File: src/pts_pkg.sv
// shared types and constants for the task scheduler
package pts_pkg;

  typedef enum logic [1:0] {
    ACT_CREATE   = 2'd0,
    ACT_DELETE   = 2'd1,
    ACT_TICK     = 2'd2,
    ACT_DISPATCH = 2'd3
  } action_t;

  localparam logic [2:0] ST_OK       = 3'd0;
  localparam logic [2:0] ST_NOT_INIT = 3'd1;
  localparam logic [2:0] ST_NULL_ID  = 3'd2;
  localparam logic [2:0] ST_PERIOD   = 3'd3;
  localparam logic [2:0] ST_FULL     = 3'd4;

  localparam logic [1:0] REG_ENABLED    = 2'd0;
  localparam logic [1:0] REG_MAX_PERIOD = 2'd1;
  localparam logic [1:0] REG_WRAP_LIMIT = 2'd2;

  typedef struct packed {
    logic [7:0]  id;
    logic [15:0] period;
    logic [7:0]  prio;
    logic        periodic;
    logic        ready;
  } slot_t;

  // start and result of the shared remainder unit
  typedef struct packed {
    logic        start;
    logic [31:0] dividend;
    logic [15:0] divisor;
  } mod_req_t;

  typedef struct packed {
    logic        done;
    logic        zero_rem;
  } mod_rsp_t;

endpackage

File: src/priority_tick_task_scheduler_core.sv
// top level: task table, sequencer and configuration registers
// Usage: pulse start with action/task_id/period/priority_req/periodic while busy
// is low. The block raises busy and walks the task table one entry at a time.
// Exactly one result per transaction appears for one cycle with out_valid high.
// Flow: create goes straight to the done state; delete and dispatch scan the
// table and may remove entries; tick runs each entry with a nonzero period through
// the 32-step bit-serial remainder unit shared by all entries. busy is already
// low in the strobe cycle, so a new transaction can be taken at the edge that
// ends it.
// Configuration: APB-style, enabled at 0x0, max_period at 0x4, tick_wrap_limit at
// 0x8; pready is always high; write it only while busy is low.
// Reset (rst_n low, synchronous) empties the table, sets the tick counter to 1,
// clears enabled, sets max_period to its maximum and tick_wrap_limit to 0xFFFFFFFE.
// The receiver cannot stall: results must be taken in their strobe cycle.
// Table entries are flip-flops; entries past the count never affect a result.
module priority_tick_task_scheduler_core #(
  parameter int TABLE_DEPTH = 8
) (
  input  logic        clk,
  input  logic        rst_n,
  input  logic        start,
  output logic        busy,
  input  logic [1:0]  in_action,
  input  logic [7:0]  in_task_id,
  input  logic [15:0] in_period,
  input  logic [7:0]  in_priority_req,
  input  logic        in_periodic,
  output logic        out_valid,
  output logic [2:0]  out_status,
  output logic        out_run_valid,
  output logic [7:0]  out_run_task_id,
  input  logic        cfg_psel,
  input  logic        cfg_penable,
  input  logic        cfg_pwrite,
  input  logic [3:0]  cfg_paddr,
  input  logic [31:0] cfg_pwdata,
  output logic [31:0] cfg_prdata,
  output logic        cfg_pready
);

  localparam int IW = (TABLE_DEPTH > 1) ? $clog2(TABLE_DEPTH) : 1;
  localparam int CW = $clog2(TABLE_DEPTH + 1);
  localparam logic [CW-1:0] DEPTH_C = CW'(TABLE_DEPTH);

  typedef enum logic [2:0] {
    S_IDLE, S_DEL, S_TICK_START, S_TICK_WAIT, S_DISP, S_DONE
  } state_t;

  state_t state_r;
  pts_pkg::slot_t table_r [TABLE_DEPTH];
  logic [CW-1:0] count_r;
  logic [CW-1:0] idx_r;
  logic [31:0]   tick_r;
  logic          enabled_r;
  logic [15:0]   max_period_r;
  logic [31:0]   wrap_r;
  logic [7:0]    del_id_r;
  logic          found_r;
  logic [IW-1:0] best_r;
  logic [7:0]    best_prio_r;
  logic [2:0]    status_r;
  logic          run_valid_r;
  logic [7:0]    run_id_r;
  logic          out_valid_r;

  pts_pkg::mod_req_t mreq;
  pts_pkg::mod_rsp_t mrsp;

  logic [IW-1:0] idx;
  logic [IW-1:0] last;
  logic          cfg_wr;
  logic [1:0]    reg_sel;

  assign idx  = idx_r[IW-1:0];
  assign last = IW'(count_r - CW'(1));
  assign cfg_wr  = cfg_psel && cfg_penable && cfg_pwrite;
  assign reg_sel = cfg_paddr[3:2];

  pts_mod_unit u_mod (.clk(clk), .rst_n(rst_n), .req(mreq), .rsp(mrsp));

  always_comb begin
    mreq.start    = (state_r == S_TICK_START);
    mreq.dividend = tick_r;
    mreq.divisor  = table_r[idx].period;
  end

  always_ff @(posedge clk) begin
    if (!rst_n) begin
      state_r      <= S_IDLE;
      count_r      <= '0;
      idx_r        <= '0;
      tick_r       <= 32'd1;
      enabled_r    <= 1'b0;
      max_period_r <= 16'hFFFF;
      wrap_r       <= 32'hFFFF_FFFE;
      out_valid_r  <= 1'b0;
      found_r      <= 1'b0;
    end else begin
      out_valid_r <= 1'b0;
      if (cfg_wr) begin
        case (reg_sel)
          pts_pkg::REG_ENABLED:    enabled_r    <= cfg_pwdata[0];
          pts_pkg::REG_MAX_PERIOD: max_period_r <= cfg_pwdata[15:0];
          pts_pkg::REG_WRAP_LIMIT: wrap_r       <= cfg_pwdata;
          default: ;
        endcase
      end
      case (state_r)
        S_IDLE: begin
          if (start) begin
            status_r    <= pts_pkg::ST_OK;
            run_valid_r <= 1'b0;
            run_id_r    <= '0;
            idx_r       <= '0;
            found_r     <= 1'b0;
            del_id_r    <= in_task_id;
            state_r     <= S_DONE;
            case (pts_pkg::action_t'(in_action))
              pts_pkg::ACT_CREATE: begin
                if (!enabled_r) status_r <= pts_pkg::ST_NOT_INIT;
                else if (in_task_id == '0) status_r <= pts_pkg::ST_NULL_ID;
                else if (in_period > max_period_r) status_r <= pts_pkg::ST_PERIOD;
                else if (count_r >= DEPTH_C) status_r <= pts_pkg::ST_FULL;
                else begin
                  table_r[count_r[IW-1:0]] <= '{id: in_task_id, period: in_period,
                    prio: in_priority_req, periodic: in_periodic, ready: 1'b0};
                  count_r <= count_r + CW'(1);
                end
              end
              pts_pkg::ACT_DELETE: begin
                if (!enabled_r) status_r <= pts_pkg::ST_NOT_INIT;
                else if (in_task_id == '0) status_r <= pts_pkg::ST_NULL_ID;
                else state_r <= S_DEL;
              end
              pts_pkg::ACT_TICK: begin
                if (tick_r <= wrap_r && tick_r != 32'hFFFF_FFFF) tick_r <= tick_r + 32'd1;
                else tick_r <= 32'd1;
                state_r <= S_TICK_START;
              end
              default: state_r <= S_DISP;
            endcase
          end
        end
        S_DEL: begin
          // swap-with-last removal; moved entry is checked again
          if (idx_r >= count_r) state_r <= S_DONE;
          else if (table_r[idx].id == del_id_r) begin
            table_r[idx] <= table_r[last];
            count_r      <= count_r - CW'(1);
          end else idx_r <= idx_r + CW'(1);
        end
        S_TICK_START: begin
          if (idx_r >= count_r) state_r <= S_DONE;
          else if (table_r[idx].period == '0) idx_r <= idx_r + CW'(1);
          else state_r <= S_TICK_WAIT;
        end
        S_TICK_WAIT: begin
          if (mrsp.done) begin
            if (mrsp.zero_rem) table_r[idx].ready <= 1'b1;
            idx_r   <= idx_r + CW'(1);
            state_r <= S_TICK_START;
          end
        end
        S_DISP: begin
          if (idx_r >= count_r) begin
            if (found_r) begin
              run_valid_r <= 1'b1;
              run_id_r    <= table_r[best_r].id;
              if (table_r[best_r].periodic) begin
                table_r[best_r].ready <= 1'b0;
                state_r <= S_DONE;
              end else begin
                del_id_r <= table_r[best_r].id;
                idx_r    <= '0;
                state_r  <= S_DEL;
              end
            end else state_r <= S_DONE;
          end else begin
            if (table_r[idx].ready && (!found_r || table_r[idx].prio > best_prio_r)) begin
              found_r     <= 1'b1;
              best_r      <= idx;
              best_prio_r <= table_r[idx].prio;
            end
            idx_r <= idx_r + CW'(1);
          end
        end
        S_DONE: begin
          out_valid_r <= 1'b1;
          state_r     <= S_IDLE;
        end
        default: state_r <= S_IDLE;
      endcase
    end
  end

  always_comb begin
    case (reg_sel)
      pts_pkg::REG_ENABLED:    cfg_prdata = {31'd0, enabled_r};
      pts_pkg::REG_MAX_PERIOD: cfg_prdata = {16'd0, max_period_r};
      pts_pkg::REG_WRAP_LIMIT: cfg_prdata = wrap_r;
      default:                 cfg_prdata = '0;
    endcase
  end

  assign cfg_pready      = 1'b1;
  assign busy            = (state_r != S_IDLE);
  assign out_valid       = out_valid_r;
  assign out_status      = status_r;
  assign out_run_valid   = run_valid_r;
  assign out_run_task_id = run_id_r;

`ifndef SYNTH
  a_count_bound: assert property (@(posedge clk) disable iff (!rst_n)
    count_r <= DEPTH_C) else $error("task count past depth");
  a_start_result: assert property (@(posedge clk) disable iff (!rst_n)
    (start && !busy) |=> busy) else $error("accepted transaction not in flight");
  a_run_id: assert property (@(posedge clk) disable iff (!rst_n)
    (out_valid && out_run_valid) |-> (out_run_task_id != '0 && out_status == pts_pkg::ST_OK))
    else $error("dispatch result inconsistent");
  a_no_strobe_busy: assert property (@(posedge clk) disable iff (!rst_n)
    out_valid |-> !busy) else $error("result strobe while busy");
`endif

endmodule

File: src/pts_mod_unit.sv
// bit-serial restoring remainder unit, one quotient bit per cycle
module pts_mod_unit (
  input  logic              clk,
  input  logic              rst_n,
  input  pts_pkg::mod_req_t req,
  output pts_pkg::mod_rsp_t rsp
);

  logic [31:0] dvd_r, dvd_nxt;
  logic [16:0] rem_r, rem_nxt;
  logic [15:0] dvs_r, dvs_nxt;
  logic [5:0]  cnt_r, cnt_nxt;
  logic        busy_r, busy_nxt;
  logic        done_r, done_nxt;
  logic [16:0] shifted;
  logic [16:0] diff;

  always_comb begin
    shifted  = {rem_r[15:0], dvd_r[31]};
    diff     = shifted - {1'b0, dvs_r};
    dvd_nxt  = dvd_r;
    rem_nxt  = rem_r;
    dvs_nxt  = dvs_r;
    cnt_nxt  = cnt_r;
    busy_nxt = busy_r;
    done_nxt = 1'b0;
    if (req.start) begin
      dvd_nxt  = req.dividend;
      dvs_nxt  = req.divisor;
      rem_nxt  = '0;
      cnt_nxt  = 6'd32;
      busy_nxt = 1'b1;
    end else if (busy_r) begin
      dvd_nxt = {dvd_r[30:0], 1'b0};
      rem_nxt = diff[16] ? shifted : diff;
      cnt_nxt = cnt_r - 6'd1;
      if (cnt_r == 6'd1) begin
        busy_nxt = 1'b0;
        done_nxt = 1'b1;
      end
    end
  end

  always_ff @(posedge clk) begin
    if (!rst_n) begin
      busy_r <= 1'b0;
      done_r <= 1'b0;
      cnt_r  <= '0;
    end else begin
      busy_r <= busy_nxt;
      done_r <= done_nxt;
      cnt_r  <= cnt_nxt;
    end
    dvd_r <= dvd_nxt;
    rem_r <= rem_nxt;
    dvs_r <= dvs_nxt;
  end

  assign rsp.done     = done_r;
  assign rsp.zero_rem = (rem_r == '0);

endmodule

File: config.mk
export PLATFORM = sky130hd
export DESIGN_NAME = priority_tick_task_scheduler_core
export DESIGN_NICKNAME = d
export VERILOG_FILES = /design/src/pts_pkg.sv /design/src/priority_tick_task_scheduler_core.sv /design/src/pts_mod_unit.sv
export SDC_FILE = /design/constraint.sdc
export NUM_CORES = 1
export LEC_CHECK = 0
export BUFFER_PORTS_ARGS = -buffer_cell sky130_fd_sc_hd__buf_4
export CAP_MARGIN = 20
export CORE_ASPECT_RATIO = 1.5
export CORE_MARGIN = 2
export CORE_UTILIZATION = 55
export CTS_CLUSTER_DIAMETER = 30
export DETAILED_ROUTE_END_ITERATION = 16
export PLACE_DENSITY = 0.75
export RECOVER_POWER = 100
export SETUP_SLACK_MARGIN = 0.3
export SLEW_MARGIN = 20
export SYNTH_ARGS = -nofsm -noshare
export SYNTH_HDL_FRONTEND = slang
export SYNTH_SLANG_ARGS = --single-unit
File: constraint.sdc
create_clock -name clk -period 9.7 [get_ports clk]
set_input_delay 0.485 -clock clk [delete_from_list [all_inputs] [get_ports clk]]
set_output_delay 0.485 -clock clk [all_outputs]
set_load 0.01 [all_outputs]
== Yosys cells after proc, flatten, opt, wreduce, memory -nomap -nowiden ==
Memory sizes are Yosys's and may differ from the RTL's. A register that Yosys moved wholly into a read port is not among the register bits.
Cells that the tools add are included.
Storage, ports and cells
  register bits after elaboration: 198
  output and inout bits: 47
  memories: 1
  RAM bits: 272
Memory list
  table_r: words 8, width 34, read ports 3, clocked after memory_dff 2, wr ports 1, line priority_tick_task_scheduler_core.sv:50  | pts_pkg::slot_t table_r [TABLE_DEPTH];
Cells by class
  mux-type cells: 101
  equality and inequality tests: 33
  $add $sub $neg: 6
  magnitude comparators: 5
  reductions and logical operators: 33
  bitwise logic cells: 4
Operator list (number)
  $mux 32: 3
  $pmux 32 s3: 1
  $mux 34: 2
  $mux 4: 17
  $reduce_or 34->1: 2
  $mux 3: 19
  $mux 8: 7
  $mux 1: 36
  $add 32x1->32 const B: 1
  $le 32x32->1: 1
  $ne 32x32->1 const B: 1
  $pmux 8 s2: 2
  $ne 2x2->1 const B: 15
  $pmux 4 s5: 1
  $reduce_and 9->1: 2
  $logic_not 17->1: 1
  $mux 17: 1
  $sub 17x16->17: 1
  $gt 16x16->1: 1
  $logic_not 16->1: 1
  $pmux 3 s5: 1
  $mux 6: 2
  $reduce_and 5->1: 2
  $ne 3x3->1 const B: 3
  36 further kinds: 59

== Longest topological paths before layout ==
Gate-level depths: netlist of the first run.
  depth after elaboration: 12
  depth in mapped cells: 18
  mapped depth without buffers: 16

== Hierarchy ==
From an unflattened synthesis of the first run, not the netlist that was laid out.
Second synthesis, totals
  cells, all modules: 1793
  area total of the unflattened synthesis: 24209.5 um2
By module, submodules not included
  priority_tick_task_scheduler_core: area each 20532.2 um2, instances 1, cells an instance 1474
  pts_mod_unit: area each 3677.3 um2, instances 1, cells an instance 319

== Worst setup path before layout of the first run ==
No wires, ideal clock.
  path kind: register to register
  from: register (tool-made name)
  to: memory table_r[2][10] in the netlist's numbering, enable pin
  cell stages (with the launch flop): 11
  setup time: 0.464 ns
  data required time: 9.236 ns
  clock period less this slack: 5.367 ns
  buffers on the path: 2
  arrival: 4.903 ns
  path slack: 4.333 ns
  path through: dfxtp_1 -> buf_2 -> mux4_2 -> mux2_2 -> nor3b_1 -> o2111a_1 -> a41oi_2 -> buf_2 -> o22ai_1 -> o22ai_1 -> nor3_1
RTL lines (line)
  end: declaration: priority_tick_task_scheduler_core.sv:50

== Worst setup path after layout of the first run ==
  from: input rst_n
  to: memory table_r[6][19] in the netlist's numbering, enable pin
Between the ends
  word-level cells in the longest chain between the ends: 6
  elaborated cells on any way between the ends: 15
RTL lines
  start: declaration: line priority_tick_task_scheduler_core.sv:20  | input logic rst_n,
  $mux 1: line priority_tick_task_scheduler_core.sv:88  | if (!rst_n) begin
  $mux 1, on equally long branches: line priority_tick_task_scheduler_core.sv:148, priority_tick_task_scheduler_core.sv:159
  $or 1x1->1 (no source line)
  $reduce_or 34->1 (no source line)
  $mux 3 (no source line) / $mux 2 (equally long branches) (2 in series)
Several ways; a longest one is shown, not always the timed one.

==> results.txt, run 1 <==
most frequent cell after synthesis = edfxtp_1
Synth area leaders = edfxtp_1 44%, mux4_2 14%, dfxtp_1 10%
initial DRC count = 1254
Final Hold Viols = 0
post-CTS setup buffers = 0
placed wire-length estimate = 38800 um
number of buffers and inverters on the critical path = 3
Net Switching = 1.80 mW
worst-margin pin slew = 3490 ps
Peak VDD IR = 0.138 mV
R2R depth = 13
number of remaining DRC errors = 0
I/O Buffers = 120
Antenna Violating Nets Remaining = 0
Power Density = 224 mW/mm2
reg2reg setup slack = 2630 ps
Seq/Total Area, Yosys = 54.0%
initial antenna violation count = 0
CTS-repair resized insts = 0
area of the mapped netlist = 0.0241 mm2
Tcrit/Tclk final = 74.8%
Critical Path AT = 7490 ps
row cnt = 94
Final #Nets = 2127
Max Clk Rate = 0.138 GHz
gr usage total = 26.7%
Top Ports = 124
clock tree buffer depth = 3
Leakage = 10.5 nW
register area = 0.0131 mm2
multi-input logic area = 0.0103 mm2
Die X = 175 um
slew margin rel. = -133%
First-pass DRT Iterations = 5
# fillers = 3143
Num CTS Buffers = 69
Synth Flop Type = edfxtp_1
vias per std cell = 6.41
sw frac = 28.7%
proportion of layout cells with a drive suffix above 1 = 20.4%
Mapped Nets = 2013
synth warn = 0
core box area = 0.0436 mm2
MaxCap Viol Count = 10
pins over their slew limit = 396
CTS clk-pin slew, worst paths = 60 ps
total power draw = 6.25 mW
EDFF count, synth = 351
RSZ-0062 raised after global routing = no
crit path capture type = register
fin crit period = 7260 ps
Synth Register Bits = 476
CP cell instances = clkbuf_1 > inv_1 > nor2_1 > nand3_1 > o22ai_1 > a21oi_1 > nor3_2 > buf_4
WP depth = 8
Die Y = 261 um
CP delay by family, top = buffers and inverters
max incr delay on CP = 2410 ps
Synth top area share = 43.7%
GRT overflow = 0
Crit Path Max Fanout = 73
Layout area overhead = 15.5%
clk_skew = 30.7 ps
ant diodes = 0
hold path cells = 3
Comb pwr share = 20.0%
setup TNS = 0 ps
syn avg cell area = 13.0 um2
Final setup viols = 0
top cells by count, synth = 351 x edfxtp_1, 190 x nand2_1, 152 x mux4_2
Hold WS = 127 ps
largest net degree at the start of global routing = 74
vias in the first global route = 17300
Die ar. = 0.0456 mm2
drt total wl = 60700 um
Crit-path slowest cell = clkbuf_1
cts-stage hold buffer count = 0
via count = 16700
Worst setup SP type = input port
clock root cell = clkbuf_16
Initial Util = 55.3%
Netlist cell types = 73
Synth area leader = edfxtp_1
status = complete, but fails checks
failing checks = capacitance limit, slew limit
routability cong. = 0.904
Seq pwr share = 38.5%
Hold Path Class = in -> reg
Clock Sinks = 476
WL/cell = 23.4 um
Synth Instances = 1852
critical path class = in -> reg
htree depth = 3
ys async rst share = 0%
WP data required = 9930 ps
Int Power = 4.45 mW
first-pass GRT wire length = 93800 um
CTS tree = yes
clk_lat worst skew = 610 ps
clock group share of total power = 41.5%
logic make-up after synthesis:
kind of cell             count (synthesis)  share of synthesized area (%)
adder cells (fa/ha/maj)                 84                           4.39
buffers and inverters                  203                           3.39
AO/OA/AOI/OAI                          289                           8.18
other                                    1                         0.0155
flip-flops                             476                           54.0
multiplexers                           240                           18.0
XOR/XNOR                                49                           1.78
AND/OR/NAND/NOR                        510                           10.2
metrics by stage:
stage / util, % / cells / setup slack, ps / cell area [um2]
2_1_floorplan: - / 1852 / 4330 / 24100
3_3_place_gp: 58.8 / 2471 / 3960 / 25600
3_5_place_dp: 58.8 / 2471 / 3930 / 25600
4_1_cts: 64.4 / 2599 / 3880 / 28100
5_1_grt: 63.9 / 2599 / 2150 / 27900
6_report: 63.9 / 2599 / 2440 / 27900
power groups by stage:
stage	sequential (mW)	clock, mW	combinational [mW]
global route	2.42	2.70	1.36
global placement	2.44	0	1.22
CTS	2.41	2.62	1.27
detailed placement	2.45	0	1.26
floorplan	2.38	0	0.994
finish	2.41	2.59	1.25
cell usage in the layout, fill, tap and decap left out, types with 6 or more instances in the layout:
cell	n
nand4_1	22
o211ai_1	49
a21o_1	32
bufinv_16	7
dfxtp_1	122
clkbuf_16	71
or3_1	9
inv_6	10
nand2_1	190
ha_1	82
o21a_1	9
xnor2_1	21
o31ai_1	6
clkinv_2	7
nor2_1	70
clkbuf_1	41
mux2i_1	60
nand2b_1	8
edfxtp_1	351
a31oi_1	7
nor4_1	12
a21oi_1	40
nor3_1	47
a22o_1	15
nand3_1	69
nor2b_1	16
mux2_2	10
a211oi_1	15
mux4_2	152
and3_1	8
o21ai_0	65
buf_4	108
inv_1	99
mux2_1	18
xor2_1	27
nor3b_1	6
and2_0	18
worst reg2reg max path, cell delays in order (launching register included):
cell and delay, ps:
dfxtp_1 1000, clkbuf_1 2420, mux4_2 510, mux2_1 350, ha_1 300, nor2b_1 140, o21a_1 160, o21a_1 160
o21ai_0 140, a21oi_1 80, o21ai_0 590, a21oi_1 190, clkbuf_1 480, mux2_2 440
area by class of cell:
type                       instances  area share [%]
multi-input combinational       1173            37.1
clock buffer                      77            6.56
clock inverter                    51            2.16
tap                              576            2.59
timing repair buffer             147            3.45
inverter                          99            1.33
sequential                       476            46.8
sequential cells by signal (all words and copies together), names as in the netlist, 8 cells and up, named ones only:
register and cells:
best_prio_r 8, max_period_r 16, del_id_r 8, tick_r 32, u_mod.dvd_r 32, wrap_r 32, u_mod.rem_r 17, u_mod.dvs_r 16
out_run_task_id 8, table_r 272
worst paths after layout:
kind,from,end
setup / recovery,rst_n,table_r[6][19]
hold / removal,cfg_pwdata[18],wrap_r[18]
hold reg to reg,u_mod.rem_r[15],u_mod.rem_r[15]
setup reg to reg,register,register
per-layer routing:
layer / routed length (um) / track usage, %
met4: 2790 / 14.0
met1: 21800 / 30.2
met5: 0 / 0
met3: 3900 / 4.04
met2: 32300 / 48.7
Power figures use the tool's default switching activity.
==> run 2, diff against run 1 <==
--- a/config.mk
+++ b/config.mk
@@ -12,7 +12,7 @@
 export CORE_UTILIZATION = 55
 export CTS_CLUSTER_DIAMETER = 30
 export DETAILED_ROUTE_END_ITERATION = 16
-export PLACE_DENSITY = 0.75
+export PLACE_DENSITY = 0.78
 export RECOVER_POWER = 100
 export SETUP_SLACK_MARGIN = 0.3
 export SLEW_MARGIN = 20
==> constraint.sdc (replaced) <==
create_clock -name clk -period 6.2 [get_ports clk]
set_input_delay 0.31 -clock clk [delete_from_list [all_inputs] [get_ports clk]]
set_output_delay 0.31 -clock clk [all_outputs]
set_load 0.01 [all_outputs]
==> run 2 against run 1 <==
The run still ends with capacitance limit, slew limit left. Sequential share of layout area decreased by 0.60 points. Final cell count increased by 1.7%. Cell area increased by 1.3%. First-iteration DRC count increased by 24%. Worst setup slack got worse by 1500 ps. Global-route usage increased by 0.82 points. Sequential cell count unchanged. Critical path type unchanged. Largest cell class unchanged.
==> results.txt, run 2 (synthesized netlist as in run 1, its figures left out) <==
Seq pwr share = 38.8% (was 38.5%)
Antenna Violating Nets Remaining = 0 (unchanged)
core box area = 0.0436 mm2 (unchanged)
row cnt = 94 (unchanged)
MaxCap Viol Count = 9 (was 10)
Num CTS Buffers = 70 (was 69)
slew margin rel. = -104% (was -133%)
pins over their slew limit = 327 (was 396)
fin crit period = 5240 ps
gr usage total = 27.5% (was 26.7%)
htree depth = 3 (unchanged)
clk_lat worst skew = 600 ps (was 610 ps)
Crit-path slowest cell = clkbuf_1 (unchanged)
Final setup viols = 0 (unchanged)
Final #Nets = 2170 (was 2127)
max incr delay on CP = 2150 ps (was 2410 ps)
critical path class = in -> reg (unchanged)
WL/cell = 23.7 um (was 23.4 um)
First-pass DRT Iterations = 6 (was 5)
crit path capture type = register (unchanged)
Net Switching = 2.81 mW (was 1.80 mW)
worst reg2reg startpoint = count_r[0]
drt total wl = 62600 um (was 60700 um)
Int Power = 6.89 mW (was 4.45 mW)
CTS-repair resized insts = 0 (unchanged)
vias in the first global route = 17600 (was 17300)
Comb pwr share = 20.5% (was 20.0%)
clock root cell = clkbuf_16 (unchanged)
worst-margin pin slew = 3060 ps (was 3490 ps)
Die ar. = 0.0456 mm2 (unchanged)
clock tree buffer depth = 3 (unchanged)
I/O Buffers = 120 (unchanged)
Leakage = 10.6 nW (was 10.5 nW)
cts-stage hold buffer count = 37 (was 0)
total power draw = 9.70 mW (was 6.25 mW)
ant diodes = 0 (unchanged)
Worst setup SP type = input port (unchanged)
WP depth = 8 (unchanged)
Hold Path Class = in -> reg (unchanged)
WP data required = 6410 ps (was 9930 ps)
failing checks = capacitance limit, slew limit (unchanged)
register name with the most flops = table_r (unchanged)
Top Ports = 124 (unchanged)
Power Density = 344 mW/mm2 (was 224 mW/mm2)
Max Clk Rate = 0.191 GHz
GRT overflow = 0 (unchanged)
reg2reg setup slack = 1070 ps (was 2630 ps)
clock group share of total power = 40.7% (was 41.5%)
Final Core Density = 64.7% (was 63.9%)
vias per std cell = 6.45 (was 6.41)
CTS clk-pin slew, worst paths = 60 ps (about the same)
Critical Path AT = 5450 ps (was 7490 ps)
proportion of layout cells with a drive suffix above 1 = 20.2% (was 20.4%)
# fillers = 3017 (was 3143)
Largest register FFs = 272 (unchanged)
initial antenna violation count = 0 (unchanged)
CP cell instances = clkbuf_1 > clkbuf_1 > a41oi_1 > buf_4 > o22ai_1 > o22ai_1 > nor3_1 > buf_4 (was clkbuf_1 > inv_1 > nor2_1 > nand3_1 > o22ai_1 > a21oi_1 > nor3_2 > buf_4)
CP delay by family, top = buffers and inverters (unchanged)
number of remaining DRC errors = 0 (unchanged)
Final Hold Viols = 0 (unchanged)
Clock Sinks = 476 (unchanged)
via count = 17000 (was 16700)
Crit Path Max Fanout = 61 (was 73)
clk_skew = 24.4 ps (was 30.7 ps)
number of buffers and inverters on the critical path = 4 (was 3)
leading cell type in the layout, fill and taps excluded = edfxtp_1 (unchanged)
r2r endpoint = table_r[7][17]
setup TNS = 0 ps (unchanged)
Die X = 175 um (unchanged)
Tcrit/Tclk final = 84.5%
placed wire-length estimate = 39600 um (was 38800 um)
CTS tree = yes (unchanged)
R2R depth = 6 (was 13)
most frequent cells in the layout = 351 x edfxtp_1, 190 x nand2_1, 152 x mux4_2 (unchanged)
RSZ-0062 raised after global routing = no (unchanged)
sw frac = 29.0% (was 28.7%)
first-pass GRT wire length = 96600 um (was 93800 um)
initial DRC count = 1553 (was 1254)
CP Launch Point = rst_n (unchanged)
Layout area overhead = 17.0% (was 15.5%)
Setup crit end = table_r[3][9] (was table_r[6][19])
routability cong. = 0.891 (was 0.904)
Peak VDD IR = 0.244 mV (was 0.138 mV)
Hold WS = 27.4 ps (was 127 ps)
post-CTS setup buffers = 0 (unchanged)
largest net degree at the start of global routing = 62 (was 74)
status = complete, but fails checks (unchanged)
Die Y = 261 um (unchanged)
Initial Util = 55.3% (unchanged)
[run 2: layout make-up]
cell class	count	area, um2	share of cell area [%]
Sequential cell	476	13100	46.2
Multi-Input combinational cell	1173	10300	36.6
Clock buffer	79	1870	6.63
Timing Repair Buffer	189	1380	4.89
Tap cell	576	721	2.55
Clock inverter	50	487	1.72
Inverter	99	372	1.32
[run 2: metrics by stage]
| stage | std cells | area (um2) | setup WS [ps] |
|---|---|---|---|
| 2_1_floorplan | 1852 | 24100 | 833 |
| 3_3_place_gp | 2476 | 25700 | 1660 |
| 3_5_place_dp | 2476 | 25700 | 1560 |
| 4_1_cts | 2642 | 28400 | 1540 |
| 5_1_grt | 2642 | 28200 | 624 |
| 6_report | 2642 | 28200 | 960 |
[run 2: power by group through the flow]
stage,logic [mW],clock network [mW],registers [mW]
CTS,2.00,3.99,3.76
global route,2.16,4.11,3.78
floorplan,1.56,0,3.72
detailed placement,1.97,0,3.82
global placement,1.91,0,3.81
finish,1.99,3.95,3.76
[run 2: worst min path at each step]
stage	startpoint	to	slack [ps]	cells past startpoint
after floorplan	start	found_r	420	1
after global placement	u_mod.cnt_r[0]	u_mod.cnt_r[0]	470	2
after detailed placement	u_mod.cnt_r[0]	u_mod.cnt_r[0]	480	2
after CTS	rst_n	wrap_r[26]	4	2
after global routing	in_task_id[6]	del_id_r[6]	30	2
final	in_task_id[2]	del_id_r[2]	30	2
[run 2: per-layer routing]
metal  vias to the layer above  wire length (um)  GRT usage (%)
li1                       7469                 -              -
met1                      8503             22200           31.2
met2                       865             33100           50.0
met3                       210              4390           4.57
met4                         0              2900           14.1
met5                         -                 0              0
==> run 3, diff against run 2 <==
--- a/config.mk
+++ b/config.mk
@@ -5,6 +5,7 @@
 export SDC_FILE = /design/constraint.sdc
 export NUM_CORES = 1
 export LEC_CHECK = 0
+export ABC_AREA = 1
 export BUFFER_PORTS_ARGS = -buffer_cell sky130_fd_sc_hd__buf_4
 export CAP_MARGIN = 20
 export CORE_ASPECT_RATIO = 1.5
@@ -12,7 +13,7 @@
 export CORE_UTILIZATION = 55
 export CTS_CLUSTER_DIAMETER = 30
 export DETAILED_ROUTE_END_ITERATION = 16
-export PLACE_DENSITY = 0.78
+export PLACE_DENSITY = 0.75
 export RECOVER_POWER = 100
 export SETUP_SLACK_MARGIN = 0.3
 export SLEW_MARGIN = 20
==> constraint.sdc (replaced) <==
create_clock -name clk -period 4.9 [get_ports clk]
set_input_delay 0.245 -clock clk [delete_from_list [all_inputs] [get_ports clk]]
set_output_delay 0.245 -clock clk [all_outputs]
set_load 0.01 [all_outputs]
==> run 3 against run 2 <==
The flow still finishes with violations (capacitance limit, slew limit). Final cell count up 37%. Register-to-register slack worse by 720 ps. Power up 51%. Critical path depth up 5. Die area up 3.4%. Sequential cell count unchanged. Non-clock buffer count up 16. Cell area up 3.7%. First-iteration DRC count up 35%. Worst hold slack worse by 12 ps. Worst setup slack worse by 610 ps. Clock-buffer cell count up 23. Critical path type is now reg -> reg.
==> results.txt, run 3 <==
status = complete, but fails checks (unchanged)
failing checks = capacitance limit, slew limit (unchanged)
First-pass DRT Iterations = 6 (unchanged)
DP Area = 0.0264 mm2 (was 0.0257 mm2)
Largest register FFs = 272 (unchanged)
initial antenna violation count = 0 (unchanged)
Netlist cell types = 52 (was 73)
# fillers = 3489 (was 3017)
I/O Buffers = 120 (unchanged)
Mapped Nets = 3012 (was 2013)
slew margin rel. = -27.4% (was -104%)
CTS tree = yes (unchanged)
vias per std cell = 6.18 (was 6.45)
ys async rst share = 0% (unchanged)
fin crit period = 4550 ps
drt total wl = 74500 um (was 62600 um)
htree depth = 3 (unchanged)
Max Clk Rate = 0.220 GHz
register name with the most flops = table_r (unchanged)
CP most frequent cell = nand3_1
crit path capture type = register (unchanged)
Critical Path AT = 4780 ps (was 5450 ps)
placed wire-length estimate = 47100 um (was 39600 um)
Top Ports = 124 (unchanged)
met3 WL = 6250 um (was 4390 um)
area of the mapped netlist = 0.0250 mm2 (was 0.0241 mm2)
cts-stage hold buffer count = 34 (was 37)
Leakage = 11.9 nW (was 10.6 nW)
Final #Nets = 3140 (was 2170)
Synth Flop Type = edfxtp_1 (unchanged)
WL met2 = 38200 um (was 33100 um)
Seq/Total Area, Yosys = 52.3% (was 54.0%)
Synth top area share = 42.2% (was 43.7%)
EDFF count, synth = 351 (unchanged)
Final Hold Viols = 0 (unchanged)
CTS clk-pin slew, worst paths = 50 ps (was 60 ps)
Clock Sinks = 476 (unchanged)
worst-margin pin slew = 1900 ps (was 3060 ps)
clk_skew = 28.9 ps (was 24.4 ps)
Place WS = 763 ps (was 1560 ps)
syn avg cell area = 8.75 um2 (was 13.0 um2)
most frequent cell after synthesis = nand2_1 (was edfxtp_1)
Worst setup SP type = register (was input port)
routability cong. = 0.911 (was 0.891)
Antenna Violating Nets Remaining = 0 (unchanged)
hold path start = in_action[1] (was in_task_id[2])
first-pass GRT wire length = 114000 um (was 96600 um)
vias in the first global route = 22300 (was 17600)
Die ar. = 0.0471 mm2 (was 0.0456 mm2)
ant diodes = 0 (unchanged)
Setup WS post-layout = 353 ps (was 960 ps)
RSZ-0062 raised after global routing = no (unchanged)
Hold Path Class = in -> reg (unchanged)
WL/cell = 20.5 um (was 23.7 um)
Synth area leader = edfxtp_1 (unchanged)
Synth area leaders = edfxtp_1 42%, dfxtp_1 10%, a21oi_1 6.8% (was edfxtp_1 44%, mux4_2 14%, dfxtp_1 10%)
initial DRC count = 2091 (was 1553)
post-CTS setup buffers = 0 (unchanged)
Die Y = 265 um (was 261 um)
max incr delay on CP = 810 ps (was 2150 ps)
CTS-repair resized insts = 0 (unchanged)
Synth Register Bits = 476 (unchanged)
Final Cell Area = 0.0293 mm2 (was 0.0282 mm2)
CP delay by family, top = simple AND/OR/NAND/NOR gates (was buffers and inverters)
clk_lat worst skew = 600 ps (about the same)
Tcrit/Tclk final = 92.8%
pins over their slew limit = 92 (was 327)
GRT overflow = 0 (unchanged)
most frequent cells in the layout = 427 x nand2_1, 353 x inv_1, 351 x edfxtp_1 (was 351 x edfxtp_1, 190 x nand2_1, 152 x mux4_2)
Num CTS Buffers = 79 (was 70)
highest routed layer = met4 (unchanged)
leading cell type in the layout, fill and taps excluded = nand2_1 (was edfxtp_1)
Crit Path Max Fanout = 27 (was 61)
top cells by count, synth = 423 x nand2_1, 354 x inv_1, 351 x edfxtp_1 (was 351 x edfxtp_1, 190 x nand2_1, 152 x mux4_2)
total power draw = 14.7 mW (was 9.70 mW)
MaxCap Viol Count = 3 (was 9)
critical path class = reg -> reg (was in -> reg)
Crit-path slowest cell = dfxtp_1 (was clkbuf_1)
gr usage total = 31.1% (was 27.5%)
proportion of layout cells with a drive suffix above 1 = 9.29% (was 20.2%)
Initial Util = 55.7% (was 55.3%)
Die X = 178 um (was 175 um)
WP data required = 5130 ps (was 6410 ps)
Layout area overhead = 17.3% (was 17.0%)
CP cell instances = inv_1 > nand3_1 > nand3b_1 > nand2_1 > nand2_1 > nor2_1 > nand4_1 > nand3_1 > nor2_1 > nor2_2 > nand3_1 > nor2_4 > clkbuf_2 (was clkbuf_1 > clkbuf_1 > a41oi_1 > buf_4 > o22ai_1 > o22ai_1 > nor3_1 > buf_4)
synth warn = 0 (unchanged)
row cnt = 95 (was 94)
setup TNS = 0 ps (unchanged)
clock tree buffer depth = 3 (unchanged)
Power Density = 501 mW/mm2 (was 344 mW/mm2)
number of remaining DRC errors = 0 (unchanged)
Final Core Density = 65.3% (was 64.7%)
via count = 22400 (was 17000)
core box area = 0.0448 mm2 (was 0.0436 mm2)
Synth Instances = 2851 (was 1852)
M1 WL = 25100 um (was 22200 um)
largest net degree at the start of global routing = 146 (was 62)
Peak VDD IR = 0.388 mV (was 0.244 mV)
Final setup viols = 0 (unchanged)
number of buffers and inverters on the critical path = 2 (was 4)
clock root cell = clkbuf_16 (unchanged)
[run 3: cell count changes in the layout (fill, tap and decap cells not counted), moves of 88 or more]
cell     before  now
a21oi_1      40  341
inv_1        99  353
mux4_2      152    0
nand2_1     190  427
nand3_1      68  156
nor2_1       69  165
o21ai_0      66  335
[run 3: worst paths after layout]
| kind | slack, ps | cells after the start | end |
|---|---|---|---|
| hold reg to reg | 480 | 2 | u_mod.cnt_r[1] |
| hold / removal | 20 | 2 | out_status[0] |
| setup reg to reg | 350 | 13 | table_r[5][26] |
| setup / recovery | 350 | 13 | table_r[5][26] |
[run 3: logic make-up after synthesis]
logic type | after synthesis | synth area share (%)
AOI/OAI and AO/OA | 893 | 19.6
DFF | 476 | 52.3
xor gates and xnor gates | 29 | 1.02
and+or+nand+nor | 847 | 14.6
other | 1 | 0.0150
adders and majority gates | 84 | 4.24
buffers and inverters | 521 | 8.27
[run 3: routing by layer]
layer,up-vias,track usage [%]
met5,-,0
met4,0,21.9
met3,356,5.52
met2,1348,55.5
met1,10500,32.5
li1,10200,-
[run 3: cell type report]
cell class | count | area (um2) | share of cell area (%)
sequential | 476 | 13000 | 44.6
multi-input combinational | 1854 | 9870 | 33.7
clock buffer | 102 | 2270 | 7.76
timing repair buffer | 205 | 1430 | 4.87
inverter | 363 | 1370 | 4.67
tap | 582 | 728 | 2.49
clock inverter | 45 | 576 | 1.97
[run 3: power by group]
group / total (mW) / switching (mW) / internal, mW
combinational: 3.91 / 2.71 / 1.20
clock: 5.81 / 1.98 / 3.83
sequential: 4.95 / 0.163 / 4.78
[run 3: metrics by stage]
| stage | std cells | hold slack (ps) |
|---|---|---|
| 2_1_floorplan | 2851 | 371 |
| 3_3_place_gp | 3444 | 461 |
| 3_5_place_dp | 3445 | 468 |
| 4_1_cts | 3626 | 0.517 |
| 5_1_grt | 3627 | 28.5 |
| 6_report | 3627 | 15.5 |
[run 3: worst register-to-register path: stages, from the launching register on]
cell and delay (ps):
dfxtp_1 810, inv_1 740, nand3_1 330, nand3b_1 100, nand2_1 80, nand2_1 70, nor2_1 290, nand4_1 350
nand3_1 340, nor2_1 80, nor2_2 220, nand3_1 190, nor2_4 120, clkbuf_2 450
